$ cat config.mk
export PLATFORM = sky130hd
export DESIGN_NAME = shuffled_lehmer_random_flat
export DESIGN_NICKNAME = d
export VERILOG_FILES = /design/src/hw/rtl/slr_pkg.sv /design/src/hw/rtl/slr_req_if.sv /design/src/hw/rtl/slr_rsp_if.sv /design/src/hw/rtl/shuffled_lehmer_random.sv /design/src/hw/rtl/slr_lcg_unit.sv /design/src/hw/rtl/slr_slot_div.sv /design/src/flat_wrapper.sv
export SDC_FILE = /design/constraint.sdc
export NUM_CORES = 2
export LEC_CHECK = 0
export ABC_AREA = 1
export BUFFER_PORTS_ARGS = -buffer_cell sky130_fd_sc_hd__buf_2
export CORE_AREA = 2 2 360 362
export DETAILED_ROUTE_END_ITERATION = 8
export DIE_AREA = 0 0 362 364
export PLACE_DENSITY_LB_ADDON = 0.15
export SLEW_MARGIN = 20
export SYNTH_ARGS = -nofsm -noshare
export SYNTH_HDL_FRONTEND = slang
export SYNTH_HIERARCHICAL = 1
export SYNTH_SLANG_ARGS = --single-unit
$ cat constraint.sdc
create_clock -name clk -period 6.1 [get_ports clk]
set_input_delay 1.22 -clock clk [delete_from_list [all_inputs] [get_ports clk]]
set_output_delay 1.22 -clock clk [all_outputs]
set_load 0.05 [all_outputs]
$ cat src/hw/rtl/slr_pkg.sv
// Package for the shuffled Lehmer random generator.
// Holds widths and generator constants; no dependencies.
`default_nettype none

package slr_pkg;

  // Data widths
  localparam int VALUE_W = 31;
  localparam int MULT_W  = 15;
  localparam int PROD_W  = VALUE_W + MULT_W;

  // Park-Miller minimal standard constants
  localparam logic [MULT_W-1:0]  LCG_MULT = 15'd16807;
  localparam logic [VALUE_W-1:0] LCG_MOD  = 31'h7FFF_FFFF;
  localparam logic [VALUE_W-1:0] LCG_ONE  = 31'd1;

  // Extra warm-up steps beyond the table size, less one
  localparam int WARMUP_EXTRA = 7;

  // Default number of shuffle table entries
  localparam int DEF_TABLE_ENTRIES = 32;

endpackage

`default_nettype wire

$ cat src/hw/rtl/slr_req_if.sv
// Request channel of the shuffled Lehmer random generator.
// Depends on slr_pkg for the seed width.
`default_nettype none

interface slr_req_if;

  logic                        valid;
  logic                        ready;
  logic                        op;
  logic [slr_pkg::VALUE_W-1:0] seed_value;

  modport source (output valid, output op, output seed_value, input ready);
  modport sink (input valid, input op, input seed_value, output ready);

endinterface

`default_nettype wire

$ cat src/hw/rtl/slr_rsp_if.sv
// Result channel of the shuffled Lehmer random generator.
// Depends on slr_pkg for the value width.
`default_nettype none

interface slr_rsp_if;

  logic                        valid;
  logic                        ready;
  logic [slr_pkg::VALUE_W-1:0] random_value;

  modport source (output valid, output random_value, input ready);
  modport sink (input valid, input random_value, output ready);

endinterface

`default_nettype wire

$ cat src/hw/rtl/shuffled_lehmer_random.sv
// Shuffled Lehmer random generator: Park-Miller minimal standard step with a
// Bays-Durham shuffle table. Each request returns one 31-bit value in
// 1 .. 2^31-2. A plain draw steps through the issue, wait, read and result
// states, waiting in the last while the output register is full, and the
// next request is taken once the block is back in idle. The draw runs the
// two-stage multiply and reduce unit (the table index is worked out alongside
// it), followed by one table read and one table write. A reseed, and the
// first draw after reset, first runs TABLE_ENTRIES+8 generator steps through
// the same multiply and reduce unit. A seed of 0 or 2^31-1 is taken as 1.
// The block takes one request at a time; a finished result waits in an
// output register while the next request is taken.
// Depends on slr_pkg, slr_req_if, slr_rsp_if, slr_lcg_unit, slr_slot_div.
`default_nettype none

module shuffled_lehmer_random #(
  parameter int TABLE_ENTRIES = slr_pkg::DEF_TABLE_ENTRIES
) (
  input wire logic clk,
  input wire logic rst,
  slr_req_if.sink   req,
  slr_rsp_if.source rsp
);

  localparam int IdxW  = $clog2(TABLE_ENTRIES);
  localparam int FillN = TABLE_ENTRIES + slr_pkg::WARMUP_EXTRA;
  localparam int CntW  = $clog2(FillN + 1);

  typedef enum logic [2:0] {
    S_IDLE,
    S_FILL,
    S_FILL_WAIT,
    S_DRAW_ISSUE,
    S_DRAW_WAIT,
    S_READ,
    S_RESULT
  } state_t;

  state_t                      state;
  logic [slr_pkg::VALUE_W-1:0] lcg;
  logic [slr_pkg::VALUE_W-1:0] last;
  logic                        init;
  logic [CntW-1:0]             fill_cnt;
  logic [slr_pkg::VALUE_W-1:0] out_value;
  logic                        out_valid;
  logic                        out_free;
  logic [slr_pkg::VALUE_W-1:0] seed_fixed;

  logic                        lcg_start;
  logic                        lcg_done;
  logic [slr_pkg::VALUE_W-1:0] lcg_y;
  logic                        div_done;
  logic [IdxW-1:0]             slot;

  logic [slr_pkg::VALUE_W-1:0] tbl [TABLE_ENTRIES];
  logic [slr_pkg::VALUE_W-1:0] tbl_rdata;
  logic                        tbl_we;
  logic [IdxW-1:0]             tbl_waddr;
  logic [slr_pkg::VALUE_W-1:0] tbl_wdata;

  // Handshake and seed cleanup
  assign req.ready        = (state == S_IDLE);
  assign rsp.valid        = out_valid;
  assign rsp.random_value = out_value;
  assign out_free         = !out_valid || rsp.ready;
  assign seed_fixed = ((req.seed_value == '0) || (req.seed_value == slr_pkg::LCG_MOD))
                    ? slr_pkg::LCG_ONE : req.seed_value;

  assign lcg_start = (state == S_FILL) || (state == S_DRAW_ISSUE);

  // Shared multiply and reduce unit
  slr_lcg_unit u_lcg (
    .clk   (clk),
    .rst   (rst),
    .start (lcg_start),
    .x     (lcg),
    .done  (lcg_done),
    .y     (lcg_y)
  );

  // Table index from the previous output
  slr_slot_div #(
    .TABLE_ENTRIES (TABLE_ENTRIES)
  ) u_div (
    .clk      (clk),
    .rst      (rst),
    .start    (state == S_DRAW_ISSUE),
    .dividend (last),
    .done     (div_done),
    .slot     (slot)
  );

  // Table write port: warm-up fill or replacement of the drawn entry
  always_comb begin
    tbl_we    = 1'b0;
    tbl_waddr = slot;
    tbl_wdata = lcg_y;
    if (state == S_FILL_WAIT) begin
      tbl_waddr = fill_cnt[IdxW-1:0];
      tbl_we    = lcg_done && (fill_cnt < CntW'(TABLE_ENTRIES));
    end else if (state == S_RESULT) begin
      tbl_we = out_free;
    end
  end

  // Shuffle table with registered read
  always_ff @(posedge clk) begin
    if (tbl_we) begin
      tbl[tbl_waddr] <= tbl_wdata;
    end
    if (state == S_READ) begin
      tbl_rdata <= tbl[slot];
    end
  end

  // Sequencer
  always_ff @(posedge clk) begin
    if (rst) begin
      state     <= S_IDLE;
      lcg       <= slr_pkg::LCG_ONE;
      init      <= 1'b0;
      out_valid <= 1'b0;
    end else begin
      if (out_valid && rsp.ready && (state != S_RESULT)) begin
        out_valid <= 1'b0;
      end
      case (state)
        S_IDLE: begin
          if (req.valid) begin
            fill_cnt <= CntW'(FillN);
            if (req.op) begin
              lcg   <= seed_fixed;
              state <= S_FILL;
            end else if (!init) begin
              state <= S_FILL;
            end else begin
              state <= S_DRAW_ISSUE;
            end
          end
        end
        S_FILL: begin
          state <= S_FILL_WAIT;
        end
        S_FILL_WAIT: begin
          if (lcg_done) begin
            lcg <= lcg_y;
            if (fill_cnt == '0) begin
              last  <= lcg_y;
              init  <= 1'b1;
              state <= S_DRAW_ISSUE;
            end else begin
              fill_cnt <= fill_cnt - 1'b1;
              state    <= S_FILL;
            end
          end
        end
        S_DRAW_ISSUE: begin
          state <= S_DRAW_WAIT;
        end
        S_DRAW_WAIT: begin
          // The table index is ready before the generator step finishes
          if (lcg_done) begin
            state <= S_READ;
          end
        end
        S_READ: begin
          state <= S_RESULT;
        end
        S_RESULT: begin
          // Hold until the output register is free
          if (out_free) begin
            lcg       <= lcg_y;
            last      <= tbl_rdata;
            out_value <= tbl_rdata;
            out_valid <= 1'b1;
            state     <= S_IDLE;
          end
        end
        default: begin
          state <= S_IDLE;
        end
      endcase
    end
  end

  // Checks
  a_init_nonzero : assert property (@(posedge clk) disable iff (rst)
    init |-> last != '0)
    else $error("initialized with a zero previous output");

  a_div_in_wait : assert property (@(posedge clk) disable iff (rst)
    div_done |-> state == S_DRAW_WAIT)
    else $error("slot index finished outside the draw wait");

  a_lcg_origin : assert property (@(posedge clk) disable iff (rst)
    lcg_done |-> ($past(state, 2) == S_FILL) || ($past(state, 2) == S_DRAW_ISSUE))
    else $error("generator step finished without a matching issue");

  a_fill_end : assert property (@(posedge clk) disable iff (rst)
    (state == S_FILL_WAIT) && lcg_done && (fill_cnt == '0) |=>
      init && (state == S_DRAW_ISSUE))
    else $error("warm-up end did not start a draw");

  a_result_hold : assert property (@(posedge clk) disable iff (rst)
    (state == S_RESULT) && out_valid && !rsp.ready |=>
      (state == S_RESULT) && $stable(tbl_rdata))
    else $error("result lost while output register was full");

endmodule

`default_nettype wire

$ cat src/hw/rtl/slr_lcg_unit.sv
// Shared generator step: x * 16807 mod (2^31 - 1) in two register stages.
// Depends on slr_pkg for widths and constants.
`default_nettype none

module slr_lcg_unit (
  input  wire logic                        clk,
  input  wire logic                        rst,
  input  wire logic                        start,
  input  wire logic [slr_pkg::VALUE_W-1:0] x,
  output logic                             done,
  output logic      [slr_pkg::VALUE_W-1:0] y
);

  logic [slr_pkg::PROD_W-1:0]  prod;
  logic                        prod_valid;
  logic [slr_pkg::VALUE_W:0]   fold_sum;
  logic [slr_pkg::VALUE_W:0]   fold_diff;
  logic                        fold_ge;

  // Fold the high part back in: 2^31 is 1 modulo the modulus
  assign fold_sum  = {1'b0, prod[slr_pkg::VALUE_W-1:0]}
                   + (slr_pkg::VALUE_W + 1)'(prod[slr_pkg::PROD_W-1:slr_pkg::VALUE_W]);
  assign fold_diff = fold_sum - {1'b0, slr_pkg::LCG_MOD};
  assign fold_ge   = fold_sum >= {1'b0, slr_pkg::LCG_MOD};

  // Multiply stage
  always_ff @(posedge clk) begin
    prod <= slr_pkg::PROD_W'(slr_pkg::LCG_MULT) * slr_pkg::PROD_W'(x);
  end

  // Reduce stage
  always_ff @(posedge clk) begin
    y <= fold_ge ? fold_diff[slr_pkg::VALUE_W-1:0] : fold_sum[slr_pkg::VALUE_W-1:0];
  end

  // Step valid flags
  always_ff @(posedge clk) begin
    if (rst) begin
      prod_valid <= 1'b0;
      done       <= 1'b0;
    end else begin
      prod_valid <= start;
      done       <= prod_valid;
    end
  end

endmodule

`default_nettype wire

$ cat src/hw/rtl/slr_slot_div.sv
// Table index from the previous output, by compares with the constant slot bounds.
// Depends on slr_pkg for the value width; table size comes from the top.
`default_nettype none

module slr_slot_div #(
  parameter int TABLE_ENTRIES = slr_pkg::DEF_TABLE_ENTRIES
) (
  input  wire logic                                 clk,
  input  wire logic                                 rst,
  input  wire logic                                 start,
  input  wire logic [slr_pkg::VALUE_W-1:0]          dividend,
  output logic                                      done,
  output logic      [$clog2(TABLE_ENTRIES)-1:0]     slot
);

  localparam int          IdxW    = $clog2(TABLE_ENTRIES);
  localparam int unsigned SlotDiv = 1 + (32'd2147483646 / TABLE_ENTRIES);

  logic [IdxW-1:0] slot_sel;

  // Pick the highest slot bound at or below the dividend; the last bound lies
  // inside the top entry, so the index never passes TABLE_ENTRIES-1
  always_comb begin
    slot_sel = '0;
    for (int k = 1; k < TABLE_ENTRIES; k++) begin
      if ({1'b0, dividend} >= 32'(k) * SlotDiv) begin
        slot_sel = IdxW'(k);
      end
    end
  end

  // Flag the index in the cycle after the start
  always_ff @(posedge clk) begin
    if (rst) begin
      done <= 1'b0;
    end else begin
      done <= start;
    end
  end

  // Capture the index
  always_ff @(posedge clk) begin
    if (start) begin
      slot <= slot_sel;
    end
  end

endmodule

`default_nettype wire

$ cat src/flat_wrapper.sv
// flat-port wrapper written by rule: the top's interface ports become plain ports
module shuffled_lehmer_random_flat 
#(
  parameter int TABLE_ENTRIES = slr_pkg::DEF_TABLE_ENTRIES
)
  (clk, rst, req_valid, req_op, req_seed_value, req_ready, rsp_valid, rsp_random_value, rsp_ready);
  slr_req_if req_i ();
  slr_rsp_if rsp_i ();
  input wire logic clk;
  input wire logic rst;
  input wire logic [$bits(req_i.valid)-1:0] req_valid;
  input wire logic [$bits(req_i.op)-1:0] req_op;
  input wire logic [$bits(req_i.seed_value)-1:0] req_seed_value;
  output wire logic [$bits(req_i.ready)-1:0] req_ready;
  output wire logic [$bits(rsp_i.valid)-1:0] rsp_valid;
  output wire logic [$bits(rsp_i.random_value)-1:0] rsp_random_value;
  input wire logic [$bits(rsp_i.ready)-1:0] rsp_ready;
  assign req_i.valid = req_valid;
  assign req_i.op = req_op;
  assign req_i.seed_value = req_seed_value;
  assign req_ready = req_i.ready;
  assign rsp_valid = rsp_i.valid;
  assign rsp_random_value = rsp_i.random_value;
  assign rsp_i.ready = rsp_ready;
  shuffled_lehmer_random #(.TABLE_ENTRIES(TABLE_ENTRIES)) u_core (.clk(clk), .rst(rst), .req(req_i), .rsp(rsp_i));
endmodule
After elaboration in Yosys (flattened, before gate mapping)
Memory sizes are Yosys's and may differ from the RTL's. A register that Yosys moved wholly into a read port is not among the register bits.
Cells that the tools add are included.
- register bits after elaboration: 188
- memory bits (writable): 992
- input port bits: 36
- logic and storage cells: 154
- memories: 1
- add/sub/neg operators: 3
- multipliers: 1
- magnitude comparators: 33
- eq/ne operators: 15
- multiplexer cells: 61
- bitwise operators: 1
- reductions and logical operators: 23
- memory list (memory ; depth ; width ; read ports ; clocked after Yosys merged registers in ; write ports ; RTL line ; RTL):
    u_core.tbl ; 32 ; 31 ; 1 ; 1 ; 1 ; shuffled_lehmer_random.sv:54 ; logic [slr_pkg::VALUE_W-1:0] tbl [TABLE_ENTRIES];
- operator list (kind ; count):
    $ge A31 B31 Y1 const B ; 16
    $mux W31 ; 9
    $ge A31 B30 Y1 const B ; 8
    $ge A31 B29 Y1 const B ; 4
    $pmux W31 S3 ; 1
    $mux W5 ; 15
    $ge A31 B28 Y1 const B ; 2
    $pmux W31 S2 ; 1
    $mul A15 B31 Y46 const A ; 1
    $add A31 B15 Y32 ; 1
    $ge A32 B31 Y1 const B ; 1
    $mux W4 ; 8
    $eq A31 B31 Y1 const B ; 1
    $ge A31 B27 Y1 const B ; 1
    $logic_not A31 Y1 ; 1
    $sub A31 B31 Y31 const B ; 1
    $mux W3 ; 9
    $pmux W3 S7 ; 1
    $mux W6 ; 3
    $reduce_or A16 Y1 ; 1
    $reduce_and A5 Y1 ; 3
    $ne A2 B2 Y1 const B ; 6
    $pmux W6 S2 ; 1
    $eq A3 B3 Y1 const B ; 3
    other kinds (21) ; 39

Longest topological paths before layout
- depth after elaboration: 31
- depth in mapped cells: 26
- mapped depth without buffers: 26

By module
Netlist, hierarchy kept.
- modules (own cells, without submodules) (module ; times used ; cells an instance ; area each (um^2) ; seq. area each (um^2)):
    shuffled_lehmer_random ; 1 ; 4031 ; 45695.1 ; 33482.1
    slr_lcg_unit ; 1 ; 1702 ; 12580.8 ; 1581.5
    slr_slot_div ; 1 ; 13 ; 198.9 ; 170.2

Least setup slack after synthesis
Ideal clock, no wire load.
- kind: register -> register
- start point: register u_core/lcg[28] in the netlist's numbering
- end point: register u_core/u_lcg/prod[44] in the netlist's numbering
- library setup time: 0.123 ns
- arrival time: 4.917 ns
- data required time: 5.977 ns
- path slack: 1.059 ns
- stages on the path, launching flop included: 22
- clock period less this slack: 5.041 ns
- path through: dfxtp_1 -> inv_1 -> fa_1 -> inv_1 -> ha_1 -> inv_1 -> fa_1 -> inv_1 -> fa_1 -> fa_1 -> inv_1 -> fa_1 -> inv_1 -> ha_1 -> nand2_1 -> nor2_1 -> inv_1 -> nor4_1 -> o21ai_0 -> nand3_1 -> a21oi_1 -> xor2_1
- longest elaborated chain between the ends: 1
- ends and longest elaborated chain (what ; RTL line ; RTL):
    start, declared ; shuffled_lehmer_random.sv:39 ; logic [slr_pkg::VALUE_W-1:0] lcg;
    start signal, assigned ; shuffled_lehmer_random.sv:119 ; lcg <= slr_pkg::LCG_ONE;
    start signal, assigned ; shuffled_lehmer_random.sv:131 ; lcg <= seed_fixed;
    start signal, assigned ; shuffled_lehmer_random.sv:145 ; lcg <= lcg_y;
    $mul A15 B31 Y46 ; slr_lcg_unit.sv:28 ; prod <= slr_pkg::PROD_W'(slr_pkg::LCG_MULT) * slr_pkg::PROD_W'(x);
    end signal, assigned ; slr_lcg_unit.sv:28 ;
    end, declared ; slr_lcg_unit.sv:14 ; logic [slr_pkg::PROD_W-1:0] prod;
Every way passes these cells.
A chain may end at the register's enable or synchronous reset.

Final worst setup path
- start point: register u_core/lcg[24] in the netlist's numbering
- end point: register u_core/u_lcg/prod[38] in the netlist's numbering
Same word-level chain as after synthesis.

==> results by group <==
Cells and area
  – Fin nets: 6079
  – Leading cell type in the layout, fill and taps excluded: nand2_1
  – Most frequent cells in the layout: nand2_1 (1806), edfxtp_1 (1070), nand3_1 (876)
  – Layout area overhead: 11.4%
  – Share of post-route cells with drive strength above 1: 0.0794

Global route
  – Largest net degree at the start of global routing: 187
  – Initial antenna violation count: 1
  – Gr usage total: 0.250
  – Total gr overflow: 0
  – First-pass GRT wire length: 246000 µm
  – Vias in the first global route: approximately 39000

Clocking
  – CTS H-tree depth: 3
  – CTS Sinks: 1185
  – # hold bufs at CTS: 0
  – Clock buffer depth: 3
  – Worst-skew pair later-pin latency: 0.74 ns
  – Post-CTS Setup Bufs: 0
  – Root Buffer: clkbuf_16
  – Post-CTS Resized: 0
  – Clock buffer count from CTS: 121
  – TritonCTS clock tree: built
  – Clock-pin slew on the worst setup and hold paths: around 0.06 ns

Floorplanning
  – Initial Utilization: 0.447
  – CORE AREA: approximately 0.13 mm²
  – Die Wd: 362 µm
  – Die Y: 364 µm
  – Top Ports: 69
  – Row count: 132
  – Die ar.: between 0.1 and 0.15 mm²

Logic synthesis
  – Yosys warnings: 6
  – Synthesized cell area: 0.0574 mm²
  – Syn Nets: 6035
  – Gate count of the mapped netlist: 5660
  – Syn_area_per_cell: 10.1 µm²

Timing
  – Final setup vio count: 0
  – Fin crit share: 0.932
  – Minimum clock period: roughly 5.7 ns
  – Setup TNS: 0 ns
  – Relative slew slack: 0.229
  – Worst-Margin Slew: approximately 1.2 ns
  – Fmax: 0.176 GHz
  – Fin. Hold Viols: 0
  – Clk_skew: 0.0324 ns
  – RSZ-0062 raised after global routing: no
  – Fin worst setup slack: 0.415 ns
  – Max-slew violation count: 0

Critical path
  – Crit. End Element: flip-flop
  – Crit-path max cell delay: between 0.5 and 0.6 ns
  – CP max stage cell: fa_1
  – CP Cell Sequence: inv_1 -> fa_1 -> inv_1 -> ha_1 -> inv_1 -> fa_1 -> inv_1 -> fa_1 -> fa_1 -> inv_1 -> fa_1 -> inv_1 -> ha_1 -> nand2_1 -> nor2_1 -> inv_1 -> nor2_1 -> nand3_1 -> o21ai_0 -> a21oi_1 -> xnor2_1
  – Most common cell on crit path: inv_1
  – Crit-path max FO: 6
  – CP arrival: ~6.3 ns
  – Startpoint types: flip-flop
  – Worst EP required: 6.72 ns
  – Setup CP Type: flip-flop to flip-flop

Power and ir drop
  – Max IR drop VDD: about 0.66 mV
  – Pleak: 0.0263 µW
  – Cell area power density: 521 mW/mm²

Detailed routing
  – Residual DRC: 0
  – Final ANT Viol Nets: 0
  – Total wire length: 165000 µm
  – DR iter-0 viols: 3902
  – Wire per inst: approximately 22 µm
  – Post-DR vias/cell: 5.32
  – Total number of vias: roughly 40000
  – Drt first pass iters: 6

Job
  – Max_cap viols: 0

Status
  – Run status: complete, no violations

Placed design
  – RD Place Congestion: a little over 0.9
  – DP Wirelength: 102000 µm
  – Place WS: between 0.4 and 0.5 ns
  – IO buf count: between 60 and 70

Hold path
  – HP Class: flip-flop to flip-flop
==> layer usage <==
| metal | track usage | wire, µm | vias up |
|---|---|---|---|
| met5 | 0 | 0 | - |
| met4 | 0.0770 | 4870 | 0 |
| met3 | 0.0307 | 9500 | 197 |
| li1 | - | - | 19000 |
| met2 | 0.412 | 77700 | 1161 |
| met1 | 0.346 | 72500 | 19500 |
==> through the flow <==
step	power (µW)	cell area [µm²]	instances	utilization	hold slack, ns
floorplan	21000	57400	5660	-	0.388
finish	33300	64000	7482	0.498	0.412
global placement	25900	59900	7256	0.467	0.392
CTS	33500	63900	7480	0.498	0.411
detailed placement	25900	59900	7256	0.467	0.400
global route	35800	63900	7480	0.498	0.418
==> power breakdown <==
part	switching, µW	internal [µW]
clock	3140	4420
combinational	9930	4790
sequential	653	10400
total	13700	19600
==> worst max-delay path, delay by kind of cell (launching register included) <==
kind | cells | cell delay, ns
adder cells (fa/ha/maj) | 7 | 3.27
AND/OR/NAND/NOR | 4 | 0.61
AO/OA/AOI/OAI | 2 | 0.59
buffers and inverters | 7 | 0.50
flip-flops | 1 | 0.47
XOR/XNOR | 1 | 0.15
==> state kept, by name (all words and copies together), names as in the netlist, 3 cells and up <==
signal                   flops
u_core/tbl                 992
u_core/u_lcg/prod           46
u_core/lcg                  31
u_core/rsp.random_value     31
u_core/tbl_rdata            31
u_core/u_lcg/y              31
u_core/fill_cnt              6
u_core/last                  5
u_core/u_div/slot            5
u_core/state                 3
==> final timing paths <==
check / cells past startpoint / slack [ns] / from / to
setup / recovery: 21 / 0.42 / u_core/lcg[24] / u_core/u_lcg/prod[38]
hold reg to reg: 2 / 0.41 / u_core/u_lcg/prod_valid / u_core/u_lcg/done
hold / removal: 2 / 0.41 / u_core/u_lcg/prod_valid / u_core/u_lcg/done
setup reg to reg: 21 / 0.42 / u_core/lcg[24] / u_core/u_lcg/prod[38]
==> layout make-up <==
| cell class | instances | area [µm²] |
|---|---|---|
| Antenna cell | 2 | 5.00 |
| Clock buffer | 149 | 3230 |
| Clock inverter | 75 | 817 |
| Fill cell | 11600 | 64400 |
| Inverter | 556 | 2110 |
| Multi-Input combinational cell | 3673 | 20100 |
| Sequential cell | 1185 | 34400 |
| Tap cell | 1675 | 2100 |
| Timing Repair Buffer | 167 | 1120 |
Power figures use the tool's default switching activity.
